**config.mk**
```make
export PLATFORM = sky130hd
export DESIGN_NAME = rtu_frame_resync_queue_flat
export DESIGN_NICKNAME = d
export VERILOG_FILES = /design/src/rtl/rfrq_pkg.sv /design/src/rtl/rfrq_req_if.sv /design/src/rtl/rfrq_rsp_if.sv /design/src/rtl/rtu_frame_resync_queue.sv /design/src/flat_wrapper.sv
export SDC_FILE = /design/constraint.sdc
export NUM_CORES = 1
export LEC_CHECK = 0
export ABC_AREA = 1
export BUFFER_PORTS_ARGS = -buffer_cell sky130_fd_sc_hd__buf_2
export CELL_PAD_IN_SITES_DETAIL_PLACEMENT = 2
export CELL_PAD_IN_SITES_GLOBAL_PLACEMENT = 2
export CORE_MARGIN = 1
export CORE_UTILIZATION = 35
export DETAILED_ROUTE_END_ITERATION = 6
export GPL_ROUTABILITY_DRIVEN = 1
export PLACE_DENSITY_LB_ADDON = 0.08
export SYNTH_ARGS = -nofsm -noshare
export SYNTH_HDL_FRONTEND = slang
export SYNTH_SLANG_ARGS = --single-unit
```
**constraint.sdc**
```tcl
create_clock -name clock -period 7 [get_ports clock]
set_input_delay 1.4 -clock clock [delete_from_list [all_inputs] [get_ports clock]]
set_output_delay 1.4 -clock clock [all_outputs]
set_load 0.01 [all_outputs]
```
**src/rtl/rfrq_pkg.sv**
```systemverilog
// Shared types, constants and the CRC function of the frame resync queue.
package rfrq_pkg;

   localparam int BYTE_W    = 8;
   localparam int WORD_W    = 16;
   localparam int MODE_W    = 2;
   localparam int EVENT_W   = 4;
   localparam int LEVEL_W   = 3;
   localparam int CSR_IDX_W = 1;

   // Stored window bytes; the eighth byte of a frame is taken straight from the input.
   localparam int WIN_BYTES = 7;
   localparam int CRC_SPAN  = 6;
   localparam int FILL_W    = 3;
   localparam logic [FILL_W-1:0] FILL_FULL = FILL_W'(WIN_BYTES);

   // Queue entry: function, address, value.
   localparam int ENTRY_W = BYTE_W + 2 * WORD_W;

   localparam int QUEUE_DEPTH_DEF = 4;

   localparam logic [BYTE_W-1:0] STATION_RESET   = 8'd1;
   localparam logic [WORD_W-1:0] STOP_COIL_RESET = 16'd0;
   localparam logic [BYTE_W-1:0] FN_WRITE_COIL   = 8'd5;
   localparam logic [WORD_W-1:0] CRC_INIT        = 16'hFFFF;
   localparam logic [WORD_W-1:0] CRC_POLY        = 16'hA001;

   typedef enum logic [MODE_W-1:0] {
      MODE_RX   = 2'd0,
      MODE_POP  = 2'd1,
      MODE_TAKE = 2'd2
   } mode_type;

   typedef enum logic [EVENT_W-1:0] {
      EV_NONE          = 4'd0,
      EV_CRC_BAD_HERE  = 4'd1,
      EV_CRC_BAD_OTHER = 4'd2,
      EV_WRONG_STATION = 4'd3,
      EV_STOP_LATCHED  = 4'd4,
      EV_STOP_DUP      = 4'd5,
      EV_QUEUED        = 4'd6,
      EV_QUEUE_FULL    = 4'd7,
      EV_POPPED        = 4'd8,
      EV_POP_EMPTY     = 4'd9,
      EV_STOP_TAKEN    = 4'd10
   } event_type;

   typedef enum logic [CSR_IDX_W-1:0] {
      CSR_STATION   = 1'd0,
      CSR_STOP_COIL = 1'd1
   } csr_type;

   // Modbus CRC-16 over six bytes, byte 0 in the low bits. Every step is a
   // shift and a conditional XOR with a constant, so the whole function is a
   // flat XOR network of the 48 input bits.
   function automatic logic [WORD_W-1:0] crc16_frame(
      input logic [CRC_SPAN*BYTE_W-1:0] data
   );
      logic [WORD_W-1:0] crc;
      crc = CRC_INIT;
      for (int i = 0; i < CRC_SPAN; i++) begin
         crc = crc ^ {{(WORD_W-BYTE_W){1'b0}}, data[i*BYTE_W +: BYTE_W]};
         for (int b = 0; b < BYTE_W; b++) begin
            crc = crc[0] ? ((crc >> 1) ^ CRC_POLY) : (crc >> 1);
         end
      end
      return crc;
   endfunction

endpackage

```
**src/rtl/rfrq_req_if.sv**
```systemverilog
// Request channel: operation mode and received byte.
interface rfrq_req_if;
   logic                             valid;
   logic                             ready;
   logic [rfrq_pkg::MODE_W-1:0]      mode;
   logic [rfrq_pkg::BYTE_W-1:0]      rx_byte;

   modport source (output valid, output mode, output rx_byte, input ready);
   modport sink   (input valid, input mode, input rx_byte, output ready);
endinterface

```
**src/rtl/rfrq_rsp_if.sv**
```systemverilog
// Response channel: event code, delivered request and queue status.
interface rfrq_rsp_if;
   logic                             valid;
   logic                             ready;
   logic [rfrq_pkg::EVENT_W-1:0]     event_res;
   logic [rfrq_pkg::BYTE_W-1:0]      req_function;
   logic [rfrq_pkg::WORD_W-1:0]      req_address;
   logic [rfrq_pkg::WORD_W-1:0]      req_value;
   logic [rfrq_pkg::LEVEL_W-1:0]     queue_level;
   logic                             stop_pending;
   logic [rfrq_pkg::LEVEL_W-1:0]     flushed_count;

   modport source (output valid, output event_res, output req_function, output req_address,
                   output req_value, output queue_level, output stop_pending,
                   output flushed_count, input ready);
   modport sink   (input valid, input event_res, input req_function, input req_address,
                   input req_value, input queue_level, input stop_pending,
                   input flushed_count, output ready);
endinterface

```
**src/rtl/rtu_frame_resync_queue.sv**
```systemverilog
// Modbus RTU frame resynchronizer with a request queue and a stop latch.
//
// Each request beat either feeds one received byte (MODE_RX), pops the oldest
// queued request (MODE_POP) or takes a latched stop request (MODE_TAKE), and
// produces exactly one response beat. Received bytes collect in an 8-byte
// window; on the eighth byte the Modbus CRC-16 of bytes 0..5 is checked against
// the little-endian CRC in bytes 6 and 7. A bad CRC drops the oldest byte so
// the window slides by one; a good CRC for a foreign station drops the whole
// frame. A good local frame that writes the configured stop coil off sets the
// stop latch, any other goes into a queue of QUEUE_DEPTH entries or is
// dropped when the queue is full. While a stop is latched, pops report
// nothing to pop; a stop take delivers the stop and flushes the queue. The
// block accepts one beat every cycle while req_chan.ready is high: all
// decisions are combinational between the state registers and a two-deep
// response buffer, and the CRC is a flat XOR network over the six stored
// payload bytes. Each response is registered in slot a or b. req_chan.ready
// drops only when both response slots are full, so a stalled response side
// still lets one more request in. Configuration writes take effect at the
// next clock edge and are meant to be done while no beat is in flight.
module rtu_frame_resync_queue #(
   parameter int QUEUE_DEPTH = rfrq_pkg::QUEUE_DEPTH_DEF
) (
   input  logic                               clock,
   input  logic                               reset,
   input  logic                               csr_we,
   input  logic [rfrq_pkg::CSR_IDX_W-1:0]     csr_index,
   input  logic [rfrq_pkg::WORD_W-1:0]        csr_wdata,
   rfrq_req_if.sink                           req_chan,
   rfrq_rsp_if.source                         rsp_chan
);

   localparam int CNT_W = $clog2(QUEUE_DEPTH + 1);
   localparam int PTR_W = (QUEUE_DEPTH > 1) ? $clog2(QUEUE_DEPTH) : 1;
   localparam logic [CNT_W-1:0] DEPTH_CNT = CNT_W'(QUEUE_DEPTH);
   localparam logic [PTR_W:0]   DEPTH_PTR = (PTR_W + 1)'(QUEUE_DEPTH);

   localparam int BW = rfrq_pkg::BYTE_W;
   localparam int WW = rfrq_pkg::WORD_W;

   // Status part of a response; the request payload travels separately because
   // it may come straight from the queue memory.
   typedef struct packed {
      logic [rfrq_pkg::EVENT_W-1:0] event_res;
      logic [rfrq_pkg::LEVEL_W-1:0] queue_level;
      logic                         stop_pending;
      logic [rfrq_pkg::LEVEL_W-1:0] flushed_count;
   } rsp_meta_type;

   // Configuration registers.
   logic [BW-1:0] station_ff;
   logic [WW-1:0] stop_coil_ff;

   // Receive window.
   logic [BW-1:0]                 win_ff [rfrq_pkg::WIN_BYTES];
   logic [rfrq_pkg::FILL_W-1:0]   fill_ff, fill_in;
   logic                          win_store, win_shift;

   // Request queue.
   logic [rfrq_pkg::ENTRY_W-1:0]  fifo_mem [QUEUE_DEPTH];
   logic [CNT_W-1:0]              count_ff, count_in;
   logic [PTR_W-1:0]              head_ff, head_in;
   logic [PTR_W-1:0]              tail;
   logic [PTR_W:0]                tail_sum, head_inc;
   logic                          push, pop_ok;
   logic                          stop_ff, stop_in;

   // Response buffer: slot a drives the port, slot b catches one more beat.
   logic                          a_valid_ff, b_valid_ff;
   rsp_meta_type                  a_meta_ff, b_meta_ff, meta_in;
   logic [rfrq_pkg::ENTRY_W-1:0]  a_data_ff, b_data_ff, fixed_data;

   // Frame decode.
   logic                          item_acc, a_take;
   logic [rfrq_pkg::CRC_SPAN*BW-1:0] crc_bytes;
   logic [WW-1:0]                 crc_calc, crc_recv;
   logic                          crc_ok, station_ok, is_stop;
   logic [BW-1:0]                 frame_fn;
   logic [WW-1:0]                 frame_addr, frame_val;
   logic [rfrq_pkg::ENTRY_W-1:0]  frame_entry;

   assign req_chan.ready = !b_valid_ff;
   assign item_acc       = req_chan.valid && req_chan.ready;
   assign a_take         = a_valid_ff && rsp_chan.ready;

   always_comb begin
      for (int i = 0; i < rfrq_pkg::CRC_SPAN; i++) begin
         crc_bytes[i*BW +: BW] = win_ff[i];
      end
   end

   assign crc_calc    = rfrq_pkg::crc16_frame(crc_bytes);
   assign crc_recv    = {req_chan.rx_byte, win_ff[rfrq_pkg::CRC_SPAN]};
   assign crc_ok      = (crc_calc == crc_recv);
   assign station_ok  = (win_ff[0] == station_ff);
   assign frame_fn    = win_ff[1];
   assign frame_addr  = {win_ff[2], win_ff[3]};
   assign frame_val   = {win_ff[4], win_ff[5]};
   assign frame_entry = {frame_fn, frame_addr, frame_val};
   assign is_stop     = (frame_fn == rfrq_pkg::FN_WRITE_COIL) &&
                        (frame_addr == stop_coil_ff) && (frame_val == '0);

   // New requests land behind the head, wrapping around the queue depth.
   assign tail_sum = (PTR_W + 1)'(head_ff) + (PTR_W + 1)'(count_ff);
   assign tail     = (tail_sum >= DEPTH_PTR) ? PTR_W'(tail_sum - DEPTH_PTR)
                                             : PTR_W'(tail_sum);
   assign head_inc = (PTR_W + 1)'(head_ff) + (PTR_W + 1)'(1);

   // Next state and response for the beat on the request channel.
   always_comb begin
      fill_in    = fill_ff;
      count_in   = count_ff;
      head_in    = head_ff;
      stop_in    = stop_ff;
      win_store  = 1'b0;
      win_shift  = 1'b0;
      push       = 1'b0;
      pop_ok     = 1'b0;
      fixed_data = '0;
      meta_in    = '0;
      meta_in.event_res = rfrq_pkg::EV_NONE;

      case (req_chan.mode)
         rfrq_pkg::MODE_RX: begin
            if (fill_ff != rfrq_pkg::FILL_FULL) begin
               win_store = 1'b1;
               fill_in   = fill_ff + 1'b1;
            end else if (!crc_ok) begin
               // Slide by one byte and look for a frame start further on.
               win_shift = 1'b1;
               meta_in.event_res = station_ok ? rfrq_pkg::EV_CRC_BAD_HERE
                                              : rfrq_pkg::EV_CRC_BAD_OTHER;
            end else begin
               fill_in = '0;
               if (!station_ok) begin
                  meta_in.event_res = rfrq_pkg::EV_WRONG_STATION;
               end else if (is_stop) begin
                  meta_in.event_res = stop_ff ? rfrq_pkg::EV_STOP_DUP
                                              : rfrq_pkg::EV_STOP_LATCHED;
                  stop_in = 1'b1;
               end else if (count_ff >= DEPTH_CNT) begin
                  meta_in.event_res = rfrq_pkg::EV_QUEUE_FULL;
               end else begin
                  meta_in.event_res = rfrq_pkg::EV_QUEUED;
                  push     = 1'b1;
                  count_in = count_ff + 1'b1;
               end
            end
         end
         rfrq_pkg::MODE_POP: begin
            // A latched stop outranks every queued request.
            if (stop_ff || count_ff == '0) begin
               meta_in.event_res = rfrq_pkg::EV_POP_EMPTY;
            end else begin
               meta_in.event_res = rfrq_pkg::EV_POPPED;
               pop_ok   = 1'b1;
               count_in = count_ff - 1'b1;
               head_in  = (head_inc == DEPTH_PTR) ? '0 : PTR_W'(head_inc);
            end
         end
         rfrq_pkg::MODE_TAKE: begin
            if (stop_ff) begin
               meta_in.event_res     = rfrq_pkg::EV_STOP_TAKEN;
               meta_in.flushed_count = rfrq_pkg::LEVEL_W'(count_ff);
               fixed_data = {rfrq_pkg::FN_WRITE_COIL, stop_coil_ff, {WW{1'b0}}};
               stop_in    = 1'b0;
               count_in   = '0;
               head_in    = '0;
            end
         end
         default: begin
         end
      endcase

      meta_in.queue_level  = rfrq_pkg::LEVEL_W'(count_in);
      meta_in.stop_pending = stop_in;
   end

   // Configuration registers.
   always_ff @(posedge clock) begin
      if (reset) begin
         station_ff   <= rfrq_pkg::STATION_RESET;
         stop_coil_ff <= rfrq_pkg::STOP_COIL_RESET;
      end else if (csr_we) begin
         case (csr_index)
            rfrq_pkg::CSR_STATION:   station_ff   <= csr_wdata[BW-1:0];
            rfrq_pkg::CSR_STOP_COIL: stop_coil_ff <= csr_wdata;
            default: begin
            end
         endcase
      end
   end

   // Window bytes need no reset: the fill count marks which are valid.
   always_ff @(posedge clock) begin
      if (item_acc) begin
         for (int i = 0; i < rfrq_pkg::WIN_BYTES; i++) begin
            if (win_store && fill_ff == rfrq_pkg::FILL_W'(i)) begin
               win_ff[i] <= req_chan.rx_byte;
            end else if (win_shift) begin
               if (i == rfrq_pkg::WIN_BYTES - 1) begin
                  win_ff[i] <= req_chan.rx_byte;
               end else begin
                  win_ff[i] <= win_ff[i + 1];
               end
            end
         end
      end
   end

   // Queue memory.
   always_ff @(posedge clock) begin
      if (item_acc && push) begin
         fifo_mem[tail] <= frame_entry;
      end
   end

   // Control state.
   always_ff @(posedge clock) begin
      if (reset) begin
         fill_ff  <= '0;
         count_ff <= '0;
         head_ff  <= '0;
         stop_ff  <= 1'b0;
      end else if (item_acc) begin
         fill_ff  <= fill_in;
         count_ff <= count_in;
         head_ff  <= head_in;
         stop_ff  <= stop_in;
      end
   end

   // Response buffer. A new beat goes to slot a when it is free or being
   // emptied this cycle, otherwise to slot b. Popped payload is read from the
   // queue memory directly into the response register.
   always_ff @(posedge clock) begin
      if (reset) begin
         a_valid_ff <= 1'b0;
         b_valid_ff <= 1'b0;
      end else begin
         if (b_valid_ff) begin
            if (a_take) begin
               a_valid_ff <= 1'b1;
               b_valid_ff <= 1'b0;
            end
         end else if (item_acc) begin
            if (!a_valid_ff || a_take) begin
               a_valid_ff <= 1'b1;
            end else begin
               b_valid_ff <= 1'b1;
            end
         end else if (a_take) begin
            a_valid_ff <= 1'b0;
         end
      end
   end

   always_ff @(posedge clock) begin
      if (b_valid_ff) begin
         if (a_take) begin
            a_meta_ff <= b_meta_ff;
            a_data_ff <= b_data_ff;
         end
      end else if (item_acc) begin
         if (!a_valid_ff || a_take) begin
            a_meta_ff <= meta_in;
            a_data_ff <= pop_ok ? fifo_mem[head_ff] : fixed_data;
         end else begin
            b_meta_ff <= meta_in;
            b_data_ff <= pop_ok ? fifo_mem[head_ff] : fixed_data;
         end
      end
   end

   assign rsp_chan.valid         = a_valid_ff;
   assign rsp_chan.event_res     = a_meta_ff.event_res;
   assign rsp_chan.req_function  = a_data_ff[2*WW +: BW];
   assign rsp_chan.req_address   = a_data_ff[WW +: WW];
   assign rsp_chan.req_value     = a_data_ff[0 +: WW];
   assign rsp_chan.queue_level   = a_meta_ff.queue_level;
   assign rsp_chan.stop_pending  = a_meta_ff.stop_pending;
   assign rsp_chan.flushed_count = a_meta_ff.flushed_count;

`ifndef SYNTHESIS
   // The overflow slot is only ever used behind a waiting first slot.
   a_skid_order: assert property (@(posedge clock) disable iff (reset)
      b_valid_ff |-> a_valid_ff)
      else $error("response overflow slot full while the output slot is empty");

   // The queue never holds more than its depth.
   a_count_bound: assert property (@(posedge clock) disable iff (reset)
      count_ff <= DEPTH_CNT)
      else $error("queue count above depth");

   // A pop while a stop is latched must leave the queue alone.
   a_stop_blocks_pop: assert property (@(posedge clock) disable iff (reset)
      (item_acc && req_chan.mode == rfrq_pkg::MODE_POP && stop_ff)
      |=> ($stable(count_ff) && $stable(head_ff)))
      else $error("pop changed the queue while a stop was latched");

   // Taking a stop clears the latch and flushes the queue.
   a_take_flushes: assert property (@(posedge clock) disable iff (reset)
      (item_acc && req_chan.mode == rfrq_pkg::MODE_TAKE && stop_ff)
      |=> (!stop_ff && count_ff == '0 && head_ff == '0))
      else $error("stop take did not flush the queue");
`endif

endmodule
```
**src/flat_wrapper.sv**
```systemverilog
// flat-port wrapper written by rule: the top's interface ports become plain ports
module rtu_frame_resync_queue_flat 
#(
   parameter int QUEUE_DEPTH = rfrq_pkg::QUEUE_DEPTH_DEF
)
  (clock, reset, csr_we, csr_index, csr_wdata, req_chan_valid, req_chan_mode, req_chan_rx_byte, req_chan_ready, rsp_chan_valid, rsp_chan_event_res, rsp_chan_req_function, rsp_chan_req_address, rsp_chan_req_value, rsp_chan_queue_level, rsp_chan_stop_pending, rsp_chan_flushed_count, rsp_chan_ready);
  rfrq_req_if req_chan_i ();
  rfrq_rsp_if rsp_chan_i ();
  input  logic clock;
  input  logic reset;
  input  logic csr_we;
  input  logic [rfrq_pkg::CSR_IDX_W-1:0] csr_index;
  input  logic [rfrq_pkg::WORD_W-1:0] csr_wdata;
  input wire logic [$bits(req_chan_i.valid)-1:0] req_chan_valid;
  input wire logic [$bits(req_chan_i.mode)-1:0] req_chan_mode;
  input wire logic [$bits(req_chan_i.rx_byte)-1:0] req_chan_rx_byte;
  output wire logic [$bits(req_chan_i.ready)-1:0] req_chan_ready;
  output wire logic [$bits(rsp_chan_i.valid)-1:0] rsp_chan_valid;
  output wire logic [$bits(rsp_chan_i.event_res)-1:0] rsp_chan_event_res;
  output wire logic [$bits(rsp_chan_i.req_function)-1:0] rsp_chan_req_function;
  output wire logic [$bits(rsp_chan_i.req_address)-1:0] rsp_chan_req_address;
  output wire logic [$bits(rsp_chan_i.req_value)-1:0] rsp_chan_req_value;
  output wire logic [$bits(rsp_chan_i.queue_level)-1:0] rsp_chan_queue_level;
  output wire logic [$bits(rsp_chan_i.stop_pending)-1:0] rsp_chan_stop_pending;
  output wire logic [$bits(rsp_chan_i.flushed_count)-1:0] rsp_chan_flushed_count;
  input wire logic [$bits(rsp_chan_i.ready)-1:0] rsp_chan_ready;
  assign req_chan_i.valid = req_chan_valid;
  assign req_chan_i.mode = req_chan_mode;
  assign req_chan_i.rx_byte = req_chan_rx_byte;
  assign req_chan_ready = req_chan_i.ready;
  assign rsp_chan_valid = rsp_chan_i.valid;
  assign rsp_chan_event_res = rsp_chan_i.event_res;
  assign rsp_chan_req_function = rsp_chan_i.req_function;
  assign rsp_chan_req_address = rsp_chan_i.req_address;
  assign rsp_chan_req_value = rsp_chan_i.req_value;
  assign rsp_chan_queue_level = rsp_chan_i.queue_level;
  assign rsp_chan_stop_pending = rsp_chan_i.stop_pending;
  assign rsp_chan_flushed_count = rsp_chan_i.flushed_count;
  assign rsp_chan_i.ready = rsp_chan_ready;
  rtu_frame_resync_queue #(.QUEUE_DEPTH(QUEUE_DEPTH)) u_core (.clock(clock), .reset(reset), .csr_we(csr_we), .csr_index(csr_index), .csr_wdata(csr_wdata), .req_chan(req_chan_i), .rsp_chan(rsp_chan_i));
endmodule
```
==> impl_metrics.yaml, run 1 <==
status:
  outcome: "complete, no violations"
worst_setup_path:
  cp-end-kind: "flip-flop"
  crit_slowest_cell: "edfxtp_1"
  critPathBufInv: 4
  critPathRequiredTime_ns: 7.22
  cp-start-kind: "flip-flop"
  cp_top_family: "simple AND/OR/NAND/NOR gates"
  crit_type: "flip-flop to flip-flop"
  arrival_ns: 5.85
  critical-path-max-stage-delay_ns: 0.53
  worst-path-max-fanout: 26
global_route:
  first_global_vias: 13800
  use_met2_pct: 38.6
  grt_max_degree: 85
  grt.met3_usage_pct: 3.81
  grt_antenna_before_repair: 1
  grt_pass1_wl_um: 85100
  gr-usage-met1_pct: 30.6
  track_usage_pct: 23.2
  grt-busiest-layer: "met2"
  grt-ovfl-total: 0
place:
  place.detailed.hpwl_um: 40800
  placedCellCount: 2323
  pre_cts_ws_ns: 1.38
  numPortBuffers: 84
  place_congestion: 0.849
timing:
  worst_pin_slew_ns: 1.20
  finalHoldViolations: 0
  max-slew-margin-rel_pct: 19.6
  fmax_mhz: 178
  finalCritPeriodShare_pct: 80.4
  setup-tns-final_ns: 0
  skew_ns: 0.0126
  report.final.slew_viol_count: 0
  setup_ws_ns: 1.37
  rsz0062_at_grt: "no"
  post-route-min-period_ns: 5.63
  setup_violations: 0
drt:
  drt-pass1-iter-count: 5
  wirelength_um: 56300
  drc: 0
  routedWlPerCell_um: 23.4
  vias: 12600
  drt-vias-per-instance: 5.25
  postRouteAntennaNets: 0
  drt_iter0_drc: 755
clock_network:
  cts_max_level: 2
  cts_buffers: 43
  clock_latency_ns: 0.58
  ctsHoldBuffers: 0
  clkTransAtPathRegs_ns: 0.06
  cts_tree: "done"
  cts_root_buf: "clkbuf_16"
  cts.repair.resized: 0
  clk_path_buf_depth: 3
  clock-sinks: 355
  post_cts_buffers: 0
power_and_ir_drop:
  p_leak_nw: 7.75
  ir_drop_uv: 146
  powerDensity_nw_per_um2: 255
logic_synthesis:
  ys_seq_elements: 355
  synth_area_sq_um: 16800
  syn_avg_cell_area_sq_um: 10.1
  synth-edff-count: 318
  seq_area_frac_synth_pct: 61.2
  synth.net_count: 1716
  postSynth.asyncResetShare_pct: 0
  netlist_instances: 1670
  synth_cell_types: 48
  synthFlopType: "edfxtp_1"
  ys_warn_count: 0
cells_and_area:
  multi_input_area_sq_um: 5710
  fillers: 4989
  layout.nets: 1807
  layout-drive-gt1-share_pct: 15.4
  finalNonFillerCells: 2402
  syn_to_final_growth_pct: 14.4
  regArea_sq_um: 10300
floorplanning:
  ios: 85
  start_util_pct: 35.8
  fp.dieW_um: 221
  num_rows: 79
  die_area_sq_um: 48900
  die_h_um: 221
  core_area_sq_um: 47000
min_path:
  hp-class: "flip-flop to flip-flop"
flow_run:
  cap_violations: 0
-- final cells by class --
class | count | area share [%]
inverter | 163 | 3.20
antenna | 1 | 0.0130
clock inverter | 24 | 0.859
clock buffer | 54 | 5.92
sequential | 355 | 53.5
multi-input combinational | 1099 | 29.7
tap | 607 | 3.95
timing repair buffer | 99 | 2.84
-- metal layers --
layer	routed length (um)	vias to the layer above
met5	0	-
met4	1680	0
met3	2290	92
met2	26700	250
met1	25600	6381
li1	-	5876
-- per-stage QoR --
step / cell area [sq um] / power [mW] / hold WS (ns) / utilization [%]
finish: 19200 / 4.91 / 0.504 / 40.9
global route: 19200 / 5.08 / 0.541 / 40.9
CTS: 19200 / 4.97 / 0.512 / 40.9
detailed placement: 17900 / 2.85 / 0.502 / 38.2
global placement: 17900 / 2.83 / 0.489 / 38.2
floorplan: 16800 / 2.68 / 0.444 / -
-- cells by family after synthesis --
group,Yosys count,synth area share (%)
AND/OR/NAND/NOR,769,20.6
XOR/XNOR,44,2.29
flip-flops,355,61.2
AO/OA/AOI/OAI,270,9.48
adder cells (fa/ha/maj),14,1.04
multiplexers,2,0.127
buffers and inverters,216,5.18
-- flip-flops by register name, summed over array words and instances, names as in the netlist, 4 cells and up, named ones only --
signal / cells
u_core.a_data_ff: 40
u_core.win_ff: 56
u_core.b_data_ff: 40
u_core.stop_coil_ff: 16
u_core.station_ff: 8
u_core.b_meta_ff: 11
u_core.rsp_chan.event_res: 4
u_core.fifo_mem: 160
-- cell usage after synthesis (2+ instances only) --
master | count | area, sq um
nand2_2 | 22 | 138
ha_1 | 14 | 175
nand3_2 | 10 | 100
inv_1 | 148 | 556
a21oi_2 | 2 | 17.5
o21ai_1 | 20 | 100
or2_2 | 4 | 25.0
xor2_1 | 34 | 298
a31oi_1 | 5 | 31.3
nor2_2 | 3 | 18.8
xnor2_1 | 10 | 87.6
dfxtp_1 | 37 | 741
a221o_1 | 10 | 100
buf_1 | 8 | 30.0
nor2_1 | 177 | 664
a2111oi_0 | 2 | 17.5
a22o_1 | 2 | 17.5
or2_1 | 3 | 18.8
nand3_4 | 3 | 52.6
nand2_1 | 386 | 1450
nand2_4 | 12 | 135
nor3_1 | 7 | 35.0
o211ai_1 | 3 | 22.5
o22ai_1 | 7 | 43.8
buf_6 | 5 | 56.3
a21oi_1 | 71 | 355
clkbuf_1 | 38 | 143
nand3_1 | 108 | 541
nand3b_1 | 5 | 37.5
edfxtp_1 | 318 | 9550
o21ai_0 | 109 | 546
o21ai_2 | 33 | 289
nor4_1 | 11 | 68.8
nand4_1 | 11 | 68.8
inv_2 | 13 | 48.8
nand2_8 | 5 | 100
a32o_1 | 3 | 30.0
-- worst paths after layout --
path,startpoint,end,slack (ns),cells after the start
worst max-delay path,u_core.win_ff[0][14],u_core.fifo_mem[0][5],1.37,26
worst min-delay path,u_core.station_ff[0],u_core.station_ff[0],0.50,2
worst max register to register,u_core.win_ff[0][14],u_core.fifo_mem[0][5],1.37,26
worst min register to register,u_core.station_ff[0],u_core.station_ff[0],0.50,2
-- worst register-to-register path, stage by stage, from the launching register on --
cell and delay [ns]:
edfxtp_1 0.53, inv_1 0.21, nand2_1 0.13, nand3_1 0.14, nand2_2 0.15, xor2_1 0.39
nand3_1 0.17, nand2_1 0.10, nand2_1 0.05, nand2_1 0.13, inv_1 0.09, nand2_4 0.12
nand3_1 0.13, nand3_2 0.20, nand3_2 0.23, nand2_4 0.15, nand2_2 0.08, nand3_2 0.11
nand2_2 0.07, o21ai_2 0.07, nand2_2 0.08, nor2_2 0.32, nand4_1 0.23, inv_1 0.16
nand3b_1 0.21, nor2_4 0.51, buf_4 0.49
-- placed cells by master, fill, tap and decap left out, types with 34 or more instances in the layout --
master	synthesis	final
nand2_1	386	386
a21oi_1	71	70
nand3_1	108	108
nor2_1	177	173
edfxtp_1	318	318
inv_1	148	146
xor2_1	34	34
buf_2	0	84
clkbuf_16	0	44
dfxtp_1	37	35
o21ai_0	109	105
-- where the power goes --
group	internal, mW	leakage (nW)	switching [mW]
combinational	0.125	3.87	0.299
clock	1.19	0.624	0.913
sequential	2.35	3.26	0.0286
total	3.66	7.75	1.24
Power figures use the tool's default switching activity.
==> inputs of run 2 (changes only) <==
--- a/config.mk
+++ b/config.mk
@@ -5,7 +5,7 @@
 export SDC_FILE = /design/constraint.sdc
 export NUM_CORES = 1
 export LEC_CHECK = 0
-export ABC_AREA = 1
+export ABC_AREA = 0
 export BUFFER_PORTS_ARGS = -buffer_cell sky130_fd_sc_hd__buf_2
 export CELL_PAD_IN_SITES_DETAIL_PLACEMENT = 2
 export CELL_PAD_IN_SITES_GLOBAL_PLACEMENT = 2
==> constraint.sdc (replaced) <==
create_clock -name clock -period 4.7 [get_ports clock]
set_input_delay 0.94 -clock clock [delete_from_list [all_inputs] [get_ports clock]]
set_output_delay 0.94 -clock clock [all_outputs]
set_load 0.01 [all_outputs]
==> impl_metrics.yaml, run 2 <==
status:
  outcome: "complete, no violations"
drt:
  drt-vias-per-instance: 5.01
  routedWlPerCell_um: 25.2
  drc: 0
  vias: 8573
  wirelength_um: 43200
  postRouteAntennaNets: 0
  drt-pass1-iter-count: 4
  drt_iter0_drc: 438
cells_and_area:
  largest_reg_flops: 160
  top_register: "u_core.fifo_mem"
  layout-drive-gt1-share_pct: 28.8
  reg_top3: "u_core.fifo_mem (160), u_core.win_ff (56)"
  regArea_sq_um: 10300
  finalNonFillerCells: 1712
  syn_to_final_growth_pct: 18.0
  layout.nets: 1145
  fillers: 4234
  final_cell_mix: "edfxtp_1, nand2_1, buf_2, xnor2_1, mux2_2"
  final_common_cell: "edfxtp_1"
  diodes: 0
  multi_input_area_sq_um: 5020
timing:
  finalHoldViolations: 0
  post-route-min-period_ns: 4.26
  worst_pin_slew_ns: 1.15
  rsz0062_at_grt: "no"
  report.final.slew_viol_count: 0
  finalCritPeriodShare_pct: 90.6
  max-slew-margin-rel_pct: 23.5
  setup_violations: 0
  setup-tns-final_ns: 0
  skew_ns: 0.0266
  fmax_mhz: 235
place:
  numPortBuffers: 84
  placedCellCount: 1641
  place.detailed.hpwl_um: 30400
  place_congestion: 0.844
logic_synthesis:
  synth.most_common_cell: "edfxtp_1"
  synthTopCellsByCount: "edfxtp_1, nand2_1, xnor2_1, mux2_2, a21oi_1"
  synth.net_count: 1020
  syn_avg_cell_area_sq_um: 15.9
  synth.area.mux_share_pct: 12.5
  synth_top_area_cell: "edfxtp_1"
  yosys.area_share.simple_pct: 6.22
  ys_warn_count: 0
  synth_cell_types: 54
  postSynth.asyncResetShare_pct: 0
  synth_area_sq_um: 15500
  synth-compound-area-share_pct: 3.90
  synthFlopType: "edfxtp_1"
  synth-edff-count: 318
  netlist_instances: 974
  synth_xor_area_share_pct: 8.01
  ys_seq_elements: 355
  yosys-top-cells-area: "edfxtp_1, mux4_2, mux2_2, dfxtp_1, xnor2_1"
  yosys.area_share.adder_pct: 1.13
  synth_top_family_by_area: "multiplexers"
  seq_area_frac_synth_pct: 66.2
  synth_top_area_share_pct: 61.5
power_and_ir_drop:
  powerDensity_nw_per_um2: 395
  p_leak_nw: 6.41
  ir_drop_uv: 214
  power_mw: 7.24
global_route:
  first_global_vias: 9406
  grt-ovfl-total: 0
  track_usage_pct: 19.9
  grt_antenna_before_repair: 1
  grt_pass1_wl_um: 64200
  grt_max_degree: 48
clock_network:
  clkTransAtPathRegs_ns: 0.06
  clock-sinks: 355
  cts_max_level: 2
  cts_tree: "done"
  clk_path_buf_depth: 3
  cts_buffers: 41
  post_cts_buffers: 0
  ctsHoldBuffers: 0
  cts_root_buf: "clkbuf_16"
  cts.repair.resized: 0
  clock_latency_ns: 0.57
min_path:
  hp-class: "flip-flop to flip-flop"
floorplanning:
  ios: 85
  start_util_pct: 35.7
  fp.dieW_um: 213
  core_area_sq_um: 43500
  die_area_sq_um: 45200
  num_rows: 76
  die_h_um: 213
worst_setup_path:
  crit_type: "flip-flop to flip-flop"
  cp-start-kind: "flip-flop"
  critPathRequiredTime_ns: 4.93
  arrival_ns: 4.49
  cp-end-kind: "flip-flop"
  worst-path-max-fanout: 40
flow_run:
  cap_violations: 0
[run 2: through the flow]
| stage | setup slack (ns) | cell area, sq um | util (%) | hold WS [ns] |
|---|---|---|---|---|
| finish | 0.443 | 18300 | 42.2 | 0.482 |
| global route | 0.249 | 18300 | 42.2 | 0.506 |
| CTS | 0.430 | 18300 | 42.2 | 0.483 |
| detailed placement | 0.454 | 17000 | 39.0 | 0.474 |
| global placement | 0.478 | 17000 | 39.0 | 0.466 |
| floorplan | 0.0160 | 15600 | - | 0.449 |
[run 2: path summary, 6_finish.rpt]
kind,start,endpoint,slack [ns],depth (start not counted)
min reg2reg,u_core.station_ff[7],u_core.station_ff[7],0.48,2
max reg2reg,u_core.win_ff[0][12],u_core.fifo_mem[1][22],0.44,9
max,u_core.win_ff[0][12],u_core.fifo_mem[1][22],0.44,9
min,u_core.station_ff[7],u_core.station_ff[7],0.48,2
[run 2: layout make-up]
class,count,area share (%)
clock buffers,54,6.09
clock inverters,17,1.37
inverters,19,0.389
multi-input cells,550,27.4
flip-flops and latches,355,56.2
well taps,585,3.99
repair buffers,132,4.60
[run 2: worst max-delay path, stage by stage, from the launching register on]
cell,delay (ns)
edfxtp_1,0.53
xnor3_1,0.51
xnor2_1,0.33
xor2_1,0.30
xnor2_1,0.18
xnor3_1,0.40
mux2_4,0.35
or3_1,0.60
nor4b_4,0.39
buf_12,0.30
[run 2: power by group]
part | switching (mW) | total [mW] | internal [mW]
Sequential | 0.0422 | 3.53 | 3.49
Clock | 1.30 | 3.30 | 2.00
Combinational | 0.230 | 0.403 | 0.174
Total | 1.57 | 7.24 | 5.66
[run 2: cell families after synthesis]
family	count (synthesis)
AND/OR/NAND/NOR	194
adder cells (fa/ha/maj)	14
AO/OA/AOI/OAI	92
multiplexers	133
flip-flops	355
buffers and inverters	69
XOR/XNOR	117
[run 2: per-layer routing]
layer	vias up	share of wire, %	wire length (um)	global-route usage, %
li1	3910	-	-	-
met2	142	46	19900	31.0
met1	4472	48	20600	29.1
met5	-	0	0	0
met4	0	1.8	784	5.38
met3	49	4.4	1910	2.72
